--- src/hw/rtl/mdb_pkg.sv ---
`default_nettype none
// ----------------------------------------------------------------------------
// mdb_pkg
// Shared types, codes and response tables of the cashless reader.
// ----------------------------------------------------------------------------
package mdb_pkg;

  localparam int unsigned MaxBytes = 34;
  localparam int unsigned IdxW     = $clog2(MaxBytes);

  // command kinds
  localparam logic [2:0] OP_RESET     = 3'd0;
  localparam logic [2:0] OP_POLL      = 3'd1;
  localparam logic [2:0] OP_SETUP     = 3'd2;
  localparam logic [2:0] OP_VEND      = 3'd3;
  localparam logic [2:0] OP_READER    = 3'd4;
  localparam logic [2:0] OP_EXPANSION = 3'd5;

  // register indexes
  localparam logic [1:0] REG_CREDIT_MODE    = 2'd0;
  localparam logic [1:0] REG_SESSION_CREDIT = 2'd1;
  localparam logic [1:0] REG_MAX_AMOUNT     = 2'd2;
  localparam logic [1:0] REG_IDLE_LIMIT     = 2'd3;

  // delayed messages
  localparam logic [2:0] PEND_NONE       = 3'd0;
  localparam logic [2:0] PEND_JUST_RESET = 3'd1;
  localparam logic [2:0] PEND_CONFIG     = 3'd2;
  localparam logic [2:0] PEND_READER_ID  = 3'd3;
  localparam logic [2:0] PEND_OUT_SEQ    = 3'd4;
  localparam logic [2:0] PEND_EXP_ID     = 3'd5;
  localparam logic [2:0] PEND_DISPLAY    = 3'd6;

  // response kinds; the delayed messages keep their own codes
  localparam logic [3:0] MSG_ZERO       = 4'd0;
  localparam logic [3:0] MSG_JUST_RESET = 4'd1;
  localparam logic [3:0] MSG_CONFIG     = 4'd2;
  localparam logic [3:0] MSG_READER_ID  = 4'd3;
  localparam logic [3:0] MSG_OUT_SEQ    = 4'd4;
  localparam logic [3:0] MSG_EXP_ID     = 4'd5;
  localparam logic [3:0] MSG_DISPLAY    = 4'd6;
  localparam logic [3:0] MSG_CANCEL     = 4'd7;
  localparam logic [3:0] MSG_END        = 4'd8;
  localparam logic [3:0] MSG_BEGIN      = 4'd9;
  localparam logic [3:0] MSG_APPROVED   = 4'd10;

  localparam logic [7:0] CODE_BEGIN    = 8'h03;
  localparam logic [7:0] CODE_APPROVED = 8'h05;

  // vend outcome
  localparam logic [1:0] OUT_NOTHING = 2'd0;
  localparam logic [1:0] OUT_CANCEL  = 2'd1;
  localparam logic [1:0] OUT_SUCCESS = 2'd2;
  localparam logic [1:0] OUT_FAILURE = 2'd3;

  // host notices
  localparam logic [1:0] NOTE_NONE      = 2'd0;
  localparam logic [1:0] NOTE_ENABLED   = 2'd1;
  localparam logic [1:0] NOTE_CANCELLED = 2'd2;
  localparam logic [1:0] NOTE_VEND      = 2'd3;

  typedef enum logic [4:0] {
    ST_OFFLINE = 5'b00001,
    ST_STANDBY = 5'b00010,
    ST_READY   = 5'b00100,
    ST_IDLE    = 5'b01000,
    ST_VEND    = 5'b10000
  } state_t;

  typedef struct packed {
    logic [3:0]  kind;
    logic [15:0] amount;
    logic        led;
    logic [1:0]  notify;
    logic [15:0] nprice;
  } resp_desc_t;

  typedef struct packed {
    logic full;
    logic valid;
  } fifo_status_t;

  localparam logic [7:0] TAB_CONFIG [9] = '{
    8'h01, 8'h01, 8'h2A, 8'h11, 8'h01, 8'h00, 8'h0A, 8'h00, 8'h48};

  localparam logic [7:0] TAB_READER_ID [31] = '{
    8'h09, 8'h43, 8'h4F, 8'h4D, 8'h30, 8'h30, 8'h30, 8'h30, 8'h30, 8'h30,
    8'h31, 8'h34, 8'h35, 8'h33, 8'h38, 8'h36, 8'h4E, 8'h45, 8'h57, 8'h5F,
    8'h45, 8'h55, 8'h52, 8'h4F, 8'h4B, 8'h45, 8'h59, 8'h20, 8'h02, 8'h01,
    8'hD3};

  localparam logic [7:0] TAB_EXP_ID [4] = '{8'h01, 8'h02, 8'hFF, 8'h02};

  localparam logic [7:0] TAB_DISPLAY [34] = '{
    8'h02, 8'h64, 8'h54, 8'h4F, 8'h55, 8'h43, 8'h48, 8'h20, 8'h43, 8'h41,
    8'h52, 8'h44, 8'h20, 8'h20, 8'h20, 8'h20, 8'h20, 8'h20, 8'h20, 8'h20,
    8'h20, 8'h20, 8'h20, 8'h20, 8'h20, 8'h20, 8'h20, 8'h20, 8'h20, 8'h20,
    8'h20, 8'h20, 8'h20, 8'hC1};

  function automatic logic [IdxW-1:0] msg_len(input logic [3:0] kind);
    logic [IdxW-1:0] len;
    case (kind)
      MSG_ZERO:       len = IdxW'(1);
      MSG_JUST_RESET: len = IdxW'(2);
      MSG_CONFIG:     len = IdxW'(9);
      MSG_READER_ID:  len = IdxW'(31);
      MSG_OUT_SEQ:    len = IdxW'(2);
      MSG_EXP_ID:     len = IdxW'(4);
      MSG_DISPLAY:    len = IdxW'(34);
      MSG_CANCEL:     len = IdxW'(2);
      MSG_END:        len = IdxW'(2);
      MSG_BEGIN:      len = IdxW'(4);
      MSG_APPROVED:   len = IdxW'(4);
      default:        len = IdxW'(1);
    endcase
    return len;
  endfunction

  function automatic logic [7:0] amount_byte(input logic [7:0] code,
                                             input logic [15:0] amt,
                                             input logic [1:0] idx);
    logic [7:0] b;
    case (idx)
      2'd0:    b = code;
      2'd1:    b = amt[15:8];
      2'd2:    b = amt[7:0];
      default: b = code + amt[15:8] + amt[7:0];
    endcase
    return b;
  endfunction

  function automatic logic [7:0] msg_byte(input logic [3:0] kind,
                                          input logic [IdxW-1:0] idx,
                                          input logic [15:0] amt);
    logic [7:0] b;
    case (kind)
      MSG_ZERO:       b = 8'h00;
      MSG_JUST_RESET: b = 8'h00;
      MSG_CONFIG:     b = TAB_CONFIG[idx[3:0]];
      MSG_READER_ID:  b = TAB_READER_ID[idx[4:0]];
      MSG_OUT_SEQ:    b = 8'h0B;
      MSG_EXP_ID:     b = TAB_EXP_ID[idx[1:0]];
      MSG_DISPLAY:    b = TAB_DISPLAY[idx];
      MSG_CANCEL:     b = 8'h04;
      MSG_END:        b = 8'h07;
      MSG_BEGIN:      b = amount_byte(CODE_BEGIN, amt, idx[1:0]);
      MSG_APPROVED:   b = amount_byte(CODE_APPROVED, amt, idx[1:0]);
      default:        b = 8'h00;
    endcase
    return b;
  endfunction

endpackage
`default_nettype wire

--- src/hw/rtl/mdb_cashless_reader_fsm.sv ---
`default_nettype none
// ----------------------------------------------------------------------------
// mdb_cashless_reader_fsm
// Slave side of a vending-bus cashless reader.
//
// Slave stream: one decoded master command per transfer, kind in s_tuser.
// Master stream: one response byte per transfer, m_tlast on the final byte.
// Commands that need no answer produce no transfer at all.
// The decoder updates the reader state in the cycle of the transfer and
// queues a response descriptor; the byte sender expands it from tables.
// Path: with the sender free, a command's descriptor is written into the queue
// register, then loaded into the sender, which then presents the first byte.
// Throughput: one byte per cycle while m_tready is high; a response holds up to
// 34 bytes, and a silent command does not use the sender. Commands keep
// flowing until two descriptors wait in the queue.
// Reset clears state and restores register defaults; no pass is needed.
// A stalled master holds the current byte; the queue then fills and
// s_tready drops until bytes drain.
// Registers: 0 credit_mode, 1 session_credit, 2 max_amount,
// 3 idle_poll_limit, written through cfg_we / cfg_index / cfg_data.
// ----------------------------------------------------------------------------
module mdb_cashless_reader_fsm
  import mdb_pkg::*;
(
  input  wire logic        clk,
  input  wire logic        rst,
  input  wire logic        cfg_we,
  input  wire logic [1:0]  cfg_index,
  input  wire logic [15:0] cfg_data,
  input  wire logic        s_tvalid,
  output logic             s_tready,
  // sub[7:0], price_high[15:8], price_low[23:16], host_balance[39:24]
  input  wire logic [39:0] s_tdata,
  // op[2:0]
  input  wire logic [2:0]  s_tuser,
  output logic             m_tvalid,
  input  wire logic        m_tready,
  // resp_byte[7:0], session_led[8], notify[10:9], notify_price[26:11]
  output logic [31:0]      m_tdata,
  output logic             m_tlast
);

  logic         accept;
  logic         push;
  logic         pop;
  resp_desc_t   desc;
  resp_desc_t   q_data;
  fifo_status_t q_status;

  assign s_tready = ~q_status.full;
  assign accept   = s_tvalid & s_tready;

  mdb_front u_front (
    .clk          (clk),
    .rst          (rst),
    .cfg_we       (cfg_we),
    .cfg_index    (cfg_index),
    .cfg_data     (cfg_data),
    .cmd_valid    (accept),
    .op           (s_tuser),
    .sub          (s_tdata[7:0]),
    .price_high   (s_tdata[15:8]),
    .price_low    (s_tdata[23:16]),
    .host_balance (s_tdata[39:24]),
    .push         (push),
    .desc         (desc)
  );

  mdb_fifo u_fifo (
    .clk    (clk),
    .rst    (rst),
    .push   (push),
    .wdata  (desc),
    .pop    (pop),
    .rdata  (q_data),
    .status (q_status)
  );

  mdb_back u_back (
    .clk      (clk),
    .rst      (rst),
    .q_status (q_status),
    .q_data   (q_data),
    .q_pop    (pop),
    .m_tvalid (m_tvalid),
    .m_tready (m_tready),
    .m_tdata  (m_tdata),
    .m_tlast  (m_tlast)
  );

endmodule
`default_nettype wire

--- src/hw/rtl/mdb_front.sv ---
`default_nettype none
// ----------------------------------------------------------------------------
// mdb_front
// Command decoder: holds the reader state and issues one response
// descriptor per command that answers.
// ----------------------------------------------------------------------------
module mdb_front
  import mdb_pkg::*;
(
  input  wire logic        clk,
  input  wire logic        rst,
  input  wire logic        cfg_we,
  input  wire logic [1:0]  cfg_index,
  input  wire logic [15:0] cfg_data,
  input  wire logic        cmd_valid,
  input  wire logic [2:0]  op,
  input  wire logic [7:0]  sub,
  input  wire logic [7:0]  price_high,
  input  wire logic [7:0]  price_low,
  input  wire logic [15:0] host_balance,
  output logic             push,
  output resp_desc_t       desc
);

  logic        credit_mode;
  logic [15:0] session_credit;
  logic [15:0] max_amount;
  logic [7:0]  idle_poll_limit;

  state_t      state, state_next;
  logic [2:0]  pending, pending_next;
  logic        follow, follow_next;
  logic [1:0]  outcome, outcome_next;
  logic [7:0]  idle_polls, idle_polls_next;
  logic [15:0] balance, balance_next;
  logic [15:0] price, price_next;
  logic        led, led_next;
  logic        answer;
  logic [8:0]  polls_inc;
  logic [15:0] offer;

  always_ff @(posedge clk) begin
    if (rst) begin
      credit_mode     <= 1'b0;
      session_credit  <= 16'd3000;
      max_amount      <= 16'd65000;
      idle_poll_limit <= 8'd20;
    end else if (cfg_we) begin
      case (cfg_index)
        REG_CREDIT_MODE:    credit_mode     <= cfg_data[0];
        REG_SESSION_CREDIT: session_credit  <= cfg_data;
        REG_MAX_AMOUNT:     max_amount      <= cfg_data;
        REG_IDLE_LIMIT:     idle_poll_limit <= cfg_data[7:0];
        default: ;
      endcase
    end
  end

  assign polls_inc = {1'b0, idle_polls} + 9'd1;

  always_comb begin
    if (credit_mode) begin
      offer = (host_balance > max_amount) ? max_amount : host_balance;
    end else begin
      offer = session_credit;
    end
  end

  always_comb begin
    state_next      = state;
    pending_next    = pending;
    follow_next     = follow;
    outcome_next    = outcome;
    idle_polls_next = idle_polls;
    balance_next    = balance;
    price_next      = price;
    led_next        = led;
    answer          = 1'b0;
    desc            = '0;
    desc.kind       = MSG_ZERO;
    case (state)
      ST_OFFLINE: begin
        led_next = 1'b0;
        case (op)
          OP_RESET: begin
            answer       = 1'b1;
            pending_next = PEND_JUST_RESET;
          end
          OP_POLL: begin
            answer = 1'b1;
            if (pending != PEND_NONE) begin
              desc.kind    = {1'b0, pending};
              pending_next = PEND_NONE;
              if (follow) begin
                state_next  = ST_STANDBY;
                follow_next = 1'b0;
              end
            end
          end
          OP_SETUP: begin
            if (sub == 8'd0) begin
              answer       = 1'b1;
              pending_next = PEND_CONFIG;
            end else if (sub == 8'd1) begin
              answer = 1'b1;
            end
          end
          OP_EXPANSION: begin
            if (sub == 8'd0) begin
              answer       = 1'b1;
              pending_next = PEND_READER_ID;
              follow_next  = 1'b1;
            end
          end
          default: ;
        endcase
      end
      ST_STANDBY: begin
        case (op)
          OP_RESET: begin
            answer       = 1'b1;
            pending_next = PEND_JUST_RESET;
            state_next   = ST_OFFLINE;
          end
          OP_POLL: begin
            answer = 1'b1;
            if (pending != PEND_NONE) begin
              desc.kind    = {1'b0, pending};
              pending_next = PEND_NONE;
            end
          end
          OP_READER: begin
            if (sub == 8'd1) begin
              answer      = 1'b1;
              state_next  = ST_READY;
              desc.notify = NOTE_ENABLED;
            end else if (sub == 8'd0) begin
              answer = 1'b1;
            end else if (sub == 8'd2) begin
              pending_next = PEND_OUT_SEQ;
            end
          end
          OP_EXPANSION: begin
            if (sub == 8'd0) begin
              answer       = 1'b1;
              pending_next = PEND_EXP_ID;
            end
          end
          default: ;
        endcase
      end
      ST_READY: begin
        case (op)
          OP_RESET: begin
            answer       = 1'b1;
            pending_next = PEND_JUST_RESET;
            state_next   = ST_OFFLINE;
          end
          OP_POLL: begin
            answer = 1'b1;
            if (host_balance != 16'd0) begin
              led_next     = 1'b1;
              balance_next = offer;
              desc.kind    = MSG_BEGIN;
              desc.amount  = offer;
              outcome_next = OUT_NOTHING;
              state_next   = ST_IDLE;
            end else begin
              balance_next = host_balance;
            end
          end
          OP_READER: begin
            if (sub == 8'd0) begin
              answer       = 1'b1;
              pending_next = PEND_DISPLAY;
            end else if (sub == 8'd1) begin
              answer = 1'b1;
            end
          end
          default: ;
        endcase
      end
      ST_IDLE: begin
        case (op)
          OP_RESET: begin
            answer       = 1'b1;
            pending_next = PEND_JUST_RESET;
            state_next   = ST_OFFLINE;
          end
          OP_VEND: begin
            if (sub == 8'd0) begin
              answer     = 1'b1;
              price_next = {price_high, price_low};
              state_next = ST_VEND;
            end else if (sub == 8'd1 || sub == 8'd4) begin
              answer = 1'b1;
            end
          end
          OP_POLL: begin
            if (outcome == OUT_NOTHING) begin
              answer = 1'b1;
              if (polls_inc > {1'b0, idle_poll_limit}) begin
                outcome_next    = OUT_CANCEL;
                idle_polls_next = 8'd0;
              end else begin
                idle_polls_next = polls_inc[7:0];
              end
            end else if (outcome == OUT_CANCEL || outcome == OUT_SUCCESS) begin
              answer = 1'b1;
              if (outcome == OUT_CANCEL) begin
                desc.kind   = MSG_CANCEL;
                desc.notify = NOTE_CANCELLED;
              end else begin
                desc.kind   = MSG_END;
                desc.notify = NOTE_VEND;
                desc.nprice = price;
              end
              state_next      = ST_READY;
              led_next        = 1'b0;
              idle_polls_next = 8'd0;
              balance_next    = 16'd0;
              price_next      = 16'd0;
            end
          end
          default: ;
        endcase
      end
      ST_VEND: begin
        case (op)
          OP_RESET: begin
            answer       = 1'b1;
            pending_next = PEND_JUST_RESET;
            state_next   = ST_OFFLINE;
          end
          OP_POLL: begin
            answer       = 1'b1;
            balance_next = balance - price;
            desc.kind    = MSG_APPROVED;
            desc.amount  = balance - price;
          end
          OP_VEND: begin
            if (sub == 8'd1) begin
              answer       = 1'b1;
              outcome_next = OUT_CANCEL;
            end else if (sub == 8'd2 || sub == 8'd4) begin
              answer       = 1'b1;
              state_next   = ST_IDLE;
              outcome_next = OUT_SUCCESS;
            end else if (sub == 8'd3) begin
              answer       = 1'b1;
              outcome_next = OUT_FAILURE;
              balance_next = balance + price;
            end
          end
          default: ;
        endcase
      end
      default: ;
    endcase
    desc.led = led_next;
  end

  assign push = cmd_valid & answer;

  always_ff @(posedge clk) begin
    if (rst) begin
      state      <= ST_OFFLINE;
      pending    <= PEND_NONE;
      follow     <= 1'b0;
      outcome    <= OUT_NOTHING;
      idle_polls <= 8'd0;
      balance    <= 16'd3000;
      price      <= 16'd0;
      led        <= 1'b0;
    end else if (cmd_valid) begin
      state      <= state_next;
      pending    <= pending_next;
      follow     <= follow_next;
      outcome    <= outcome_next;
      idle_polls <= idle_polls_next;
      balance    <= balance_next;
      price      <= price_next;
      led        <= led_next;
    end
  end

endmodule
`default_nettype wire

--- src/hw/rtl/mdb_fifo.sv ---
`default_nettype none
// ----------------------------------------------------------------------------
// mdb_fifo
// Two-entry descriptor queue between decoder and byte sender.
// ----------------------------------------------------------------------------
module mdb_fifo
  import mdb_pkg::*;
(
  input  wire logic        clk,
  input  wire logic        rst,
  input  wire logic        push,
  input  wire resp_desc_t  wdata,
  input  wire logic        pop,
  output resp_desc_t       rdata,
  output fifo_status_t     status
);

  resp_desc_t mem [2];
  logic       wr_ptr;
  logic       rd_ptr;
  logic [1:0] count;

  assign status.full  = (count == 2'd2);
  assign status.valid = (count != 2'd0);
  assign rdata        = mem[rd_ptr];

  always_ff @(posedge clk) begin
    if (push) begin
      mem[wr_ptr] <= wdata;
    end
  end

  always_ff @(posedge clk) begin
    if (rst) begin
      wr_ptr <= 1'b0;
      rd_ptr <= 1'b0;
      count  <= 2'd0;
    end else begin
      if (push) begin
        wr_ptr <= ~wr_ptr;
      end
      if (pop) begin
        rd_ptr <= ~rd_ptr;
      end
      case ({push, pop})
        2'b10:   count <= count + 2'd1;
        2'b01:   count <= count - 2'd1;
        default: count <= count;
      endcase
    end
  end

endmodule
`default_nettype wire

--- src/hw/rtl/mdb_back.sv ---
`default_nettype none
// ----------------------------------------------------------------------------
// mdb_back
// Byte sender: expands one descriptor into its response bytes, one per
// transfer.
// ----------------------------------------------------------------------------
module mdb_back
  import mdb_pkg::*;
(
  input  wire logic        clk,
  input  wire logic        rst,
  input  wire fifo_status_t q_status,
  input  wire resp_desc_t  q_data,
  output logic             q_pop,
  output logic             m_tvalid,
  input  wire logic        m_tready,
  output logic [31:0]      m_tdata,
  output logic             m_tlast
);

  resp_desc_t      cur;
  logic            busy;
  logic [IdxW-1:0] idx;
  logic            last;

  assign last     = (idx == msg_len(cur.kind) - IdxW'(1));
  assign m_tvalid = busy;
  assign m_tlast  = last;
  assign m_tdata  = {5'd0, cur.nprice, cur.notify, cur.led,
                     msg_byte(cur.kind, idx, cur.amount)};
  assign q_pop    = q_status.valid & (~busy | (m_tready & last));

  always_ff @(posedge clk) begin
    if (q_pop) begin
      cur <= q_data;
    end
  end

  always_ff @(posedge clk) begin
    if (rst) begin
      busy <= 1'b0;
      idx  <= '0;
    end else if (q_pop) begin
      busy <= 1'b1;
      idx  <= '0;
    end else if (busy && m_tready) begin
      if (last) begin
        busy <= 1'b0;
      end else begin
        idx <= idx + IdxW'(1);
      end
    end
  end

endmodule
`default_nettype wire
--- config.mk ---
export PLATFORM = sky130hd
export DESIGN_NAME = mdb_cashless_reader_fsm
export DESIGN_NICKNAME = d
export VERILOG_FILES = /design/src/hw/rtl/mdb_pkg.sv /design/src/hw/rtl/mdb_cashless_reader_fsm.sv /design/src/hw/rtl/mdb_front.sv /design/src/hw/rtl/mdb_fifo.sv /design/src/hw/rtl/mdb_back.sv
export SDC_FILE = /design/constraint.sdc
export NUM_CORES = 1
export LEC_CHECK = 0
export ABC_AREA = 0
export BUFFER_PORTS_ARGS = -buffer_cell sky130_fd_sc_hd__buf_2
export CORE_MARGIN = 2
export CORE_UTILIZATION = 65
export CTS_CLUSTER_DIAMETER = 50
export DETAILED_ROUTE_END_ITERATION = 10
export PLACE_DENSITY = 0.85
export SYNTH_ARGS = -nofsm -noshare
export SYNTH_HDL_FRONTEND = slang
export SYNTH_SLANG_ARGS = --single-unit
--- constraint.sdc ---
create_clock -name clk -period 8.96 [get_ports clk]
set_clock_uncertainty 0.2 [all_clocks]
set_input_delay 2.688 -clock clk [delete_from_list [all_inputs] [get_ports clk]]
set_output_delay 2.688 -clock clk [all_outputs]
set_load 0.03 [all_outputs]
==> impl_metrics.py <==
metrics = {
    "run_status": {
        "status": "complete, no violations",
    },
    "clock_tree": {
        "cts_tree": "built",
        "numCtsBuffers": 26,
        "cts_hold_buf": 0,
        "clk_latency_ns": 0.54,
        "cts.repair.resized": 0,
        "clockBufferDepth": 3,
        "cts_root_buf": "clkbuf_16",
        "cts_sinks": 221,
        "htree_levels": 1,
        "post_cts_buffers": 0,
        "cts.reportedPaths.clkPinSlew_ns": 0.07,
    },
    "power": {
        "worst_ir_drop_vdd_mv": 0.172,
        "p_per_area_nw_per_um2": 226,
        "report.power.total_w": 0.00342,
        "p_leak_nw": 5.81,
    },
    "worst_setup_path": {
        "reg2reg_slack_ns": 5.20,
        "timing.rr.end": "u_fifo.mem[0][2]",
        "critical-path-top-delay-family": "compound AO/OA/AOI/OAI gates",
        "crit_path_end_kind": "output pin",
        "crit_fanout": 3,
        "crit_buf_inv": 3,
        "crit_top_cell": "a21oi_1",
        "critPathMaxStageDelay_ns": 0.41,
        "slowest_stage": "edfxtp_1",
        "crit_arrival_ns": 3.55,
        "crit_type": "reg2out",
        "worst_setup_path_start_kind": "register",
        "timing.rr.start": "u_front.state[1]",
        "ff2ff_path_depth": 6,
        "cp_cell_sequence": "inv_1 -> ha_1 -> inv_1 -> ha_1 -> fa_1 -> a21o_1 -> a21oi_1 -> o21bai_1 -> a21oi_1 -> xnor2_1 -> o21ai_0 -> a21oi_1 -> o221ai_1 -> buf_2",
        "required_ns": 6.07,
    },
    "layout": {
        "finish.utilization": 0.721,
        "seqCellArea_sq_um": 5600,
        "num-nets-final": 1694,
        "areaGrowthSynthToFinish_pct": 9.49,
        "n_antenna_cell": 0,
        "final_area_sq_um": 15100,
        "n_fill_cell": 1608,
        "multiInputGateArea_sq_um": 7410,
        "drive_gt1_frac": 0.132,
    },
    "detailed_routing": {
        "drt_pass1_iterations": 6,
        "drc": 0,
        "post_drt_wl_per_cell_um": 19.4,
        "ant_nets": 0,
        "vias": 11800,
        "drt_iter0_drc": 1014,
        "routed_via_density": 6.43,
        "drt_wl_total_um": 35500,
    },
    "synthesis": {
        "ys_async_sr_fraction": 0,
        "synthTopCellsByArea": "edfxtp_1 (25%), dfxtp_1 (15%), ha_1 (8.1%), a21oi_1 (4.7%), nand2_1 (4.4%)",
        "synth_common_cells": "nand2_1 (162), a21oi_1 (130), edfxtp_1 (117)",
        "ys.flop_type": "edfxtp_1",
        "ys_seq_area_frac": 0.405,
        "syn_inst": 1508,
        "syn-cell-area_sq_um": 13800,
        "synth_top_area_cell": "edfxtp_1",
        "synth_edf_count": 117,
        "synth.avg_cell_area_sq_um": 9.15,
        "synth_cell_types": 82,
        "yosys_warnings": 0,
        "ys_ff_latch": 221,
        "synth.top_cell.area_share": 0.255,
        "synth_most_common_cell": "nand2_1",
    },
    "timing": {
        "fin_crit_sh": 0.718,
        "rsz0062_at_grt": "no",
        "setup_tns_ns": 0,
        "period_needed_ns": 6.44,
        "drv_slew": 0,
        "tightestPinTransition_ns": 1.24,
        "setup_violations": 0,
        "fmax_mhz": 155,
        "relSlewSlack": 0.168,
        "finalHoldViolations": 0,
        "setup_ws_ns": 2.52,
    },
    "place": {
        "gp_congestion": 0.969,
        "post_dp_cell_area_sq_um": 14200,
        "numPortBuffers": 95,
        "post-place-ws_ns": 2.67,
        "hpwlAfterDp_um": 25200,
    },
    "hold_path": {
        "hp-class": "reg2reg",
        "whs_endpoint": "u_front.session_credit[2]",
        "min_from": "u_front.session_credit[2]",
        "hold_depth": 2,
    },
    "global_routing": {
        "grt_max_degree": 72,
        "track_usage": 0.314,
        "grt_pass1_wl_um": 56600,
        "overflow": 0,
        "grt_pass1_vias": 11000,
        "antenna_found_initial": 0,
    },
    "floorplanning": {
        "dieArea_sq_um": 22400,
        "die_h_um": 150,
        "rows": 53,
        "coreArea_sq_um": 21000,
        "dieWidth_um": 150,
        "initial_core_util": 0.659,
        "pin_count": 101,
    },
    "run": {
        "cap_violations": 0,
    },
}
-- where the power goes --
group / internal [W] / switching, W / total (W)
clock network: 0.000663 / 0.000436 / 0.00110
logic: 0.000385 / 0.000644 / 0.00103
registers: 0.00122 / 0.0000762 / 0.00129
total: 0.00226 / 0.00116 / 0.00342
-- worst register-to-register path, delay by kind of cell (launching register included) --
family / cells / cell delay (ns)
flip-flops: 1 / 0.38
AO/OA/AOI/OAI: 2 / 0.57
AND/OR/NAND/NOR: 4 / 2.20
-- registers in the layout (all words and copies together), names as in the netlist, 5 cells and up --
register                 flops
u_back.cur                  20
u_back.idx                   6
u_back.m_tdata              19
u_fifo.mem                  78
u_front.balance             16
u_front.idle_poll_limit      8
u_front.idle_polls           8
u_front.max_amount          16
u_front.price               16
u_front.session_credit      16
u_front.state                5
-- cell families after synthesis --
family,synth area share
and+or+nand+nor,0.170
AOI/OAI and AO/OA,0.192
xor gates and xnor gates,0.0349
DFF,0.405
adders and majority gates,0.0865
buffers and inverters,0.0602
muxes,0.0500
other,0.000272
-- how the worst max path moves through the flow --
stage | from | to | slack [ns] | cells after the start
after floorplan | s_tuser[0] | u_fifo.mem[0][0] | 2.78 | 7
after global placement | s_tuser[1] | u_front.balance[15] | 2.78 | 9
after detailed placement | s_tuser[1] | u_front.balance[15] | 2.67 | 9
after CTS | u_back.cur[28] | m_tdata[7] | 2.56 | 14
after global routing | u_back.cur[28] | m_tdata[7] | 2.29 | 14
final | u_back.cur[28] | m_tdata[7] | 2.52 | 14
-- cell type report --
type,instances,share of cell area
sequential,221,0.370
clock inverter,16,0.0156
clock buffer,32,0.0445
timing repair buffer,105,0.0364
multi-input combinational,1101,0.491
inverter,80,0.0199
tap,275,0.0228
-- placed cells by master (no fill, tap or decap), types with 11 or more instances in the layout --
cell and instances:
nor3_1 24, mux2i_1 25, or3_1 12, edfxtp_1 117
clkbuf_16 26, a211oi_1 11, nand2_1 162, a21oi_1 130
nor2_1 97, nand3_1 58, ha_1 89, buf_2 95
o211ai_1 19, mux2_2 39, xor2_1 16, nor2b_1 14
nand3b_1 13, inv_1 78, a211o_1 22, xnor2_1 39
a22o_1 11, a21o_1 14, a22oi_1 11, dfxtp_1 104
o21ai_0 81, a31oi_1 19, nor4_1 27
-- layer usage --
metal	vias to the layer above	track usage	share of wire
met5	-	0	0
met4	0	0.111	0.031
met3	96	0.0527	0.085
met2	593	0.519	0.48
met1	5518	0.420	0.41
li1	5555	-	-
-- stage by stage --
step                std cells  hold WS, ns
floorplan                1512        0.236
global placement         1782        0.244
detailed placement       1782        0.247
CTS                      1830        0.255
global route             1830        0.279
finish                   1830        0.258
No activity file was read; power rests on OpenSTA's default activity.
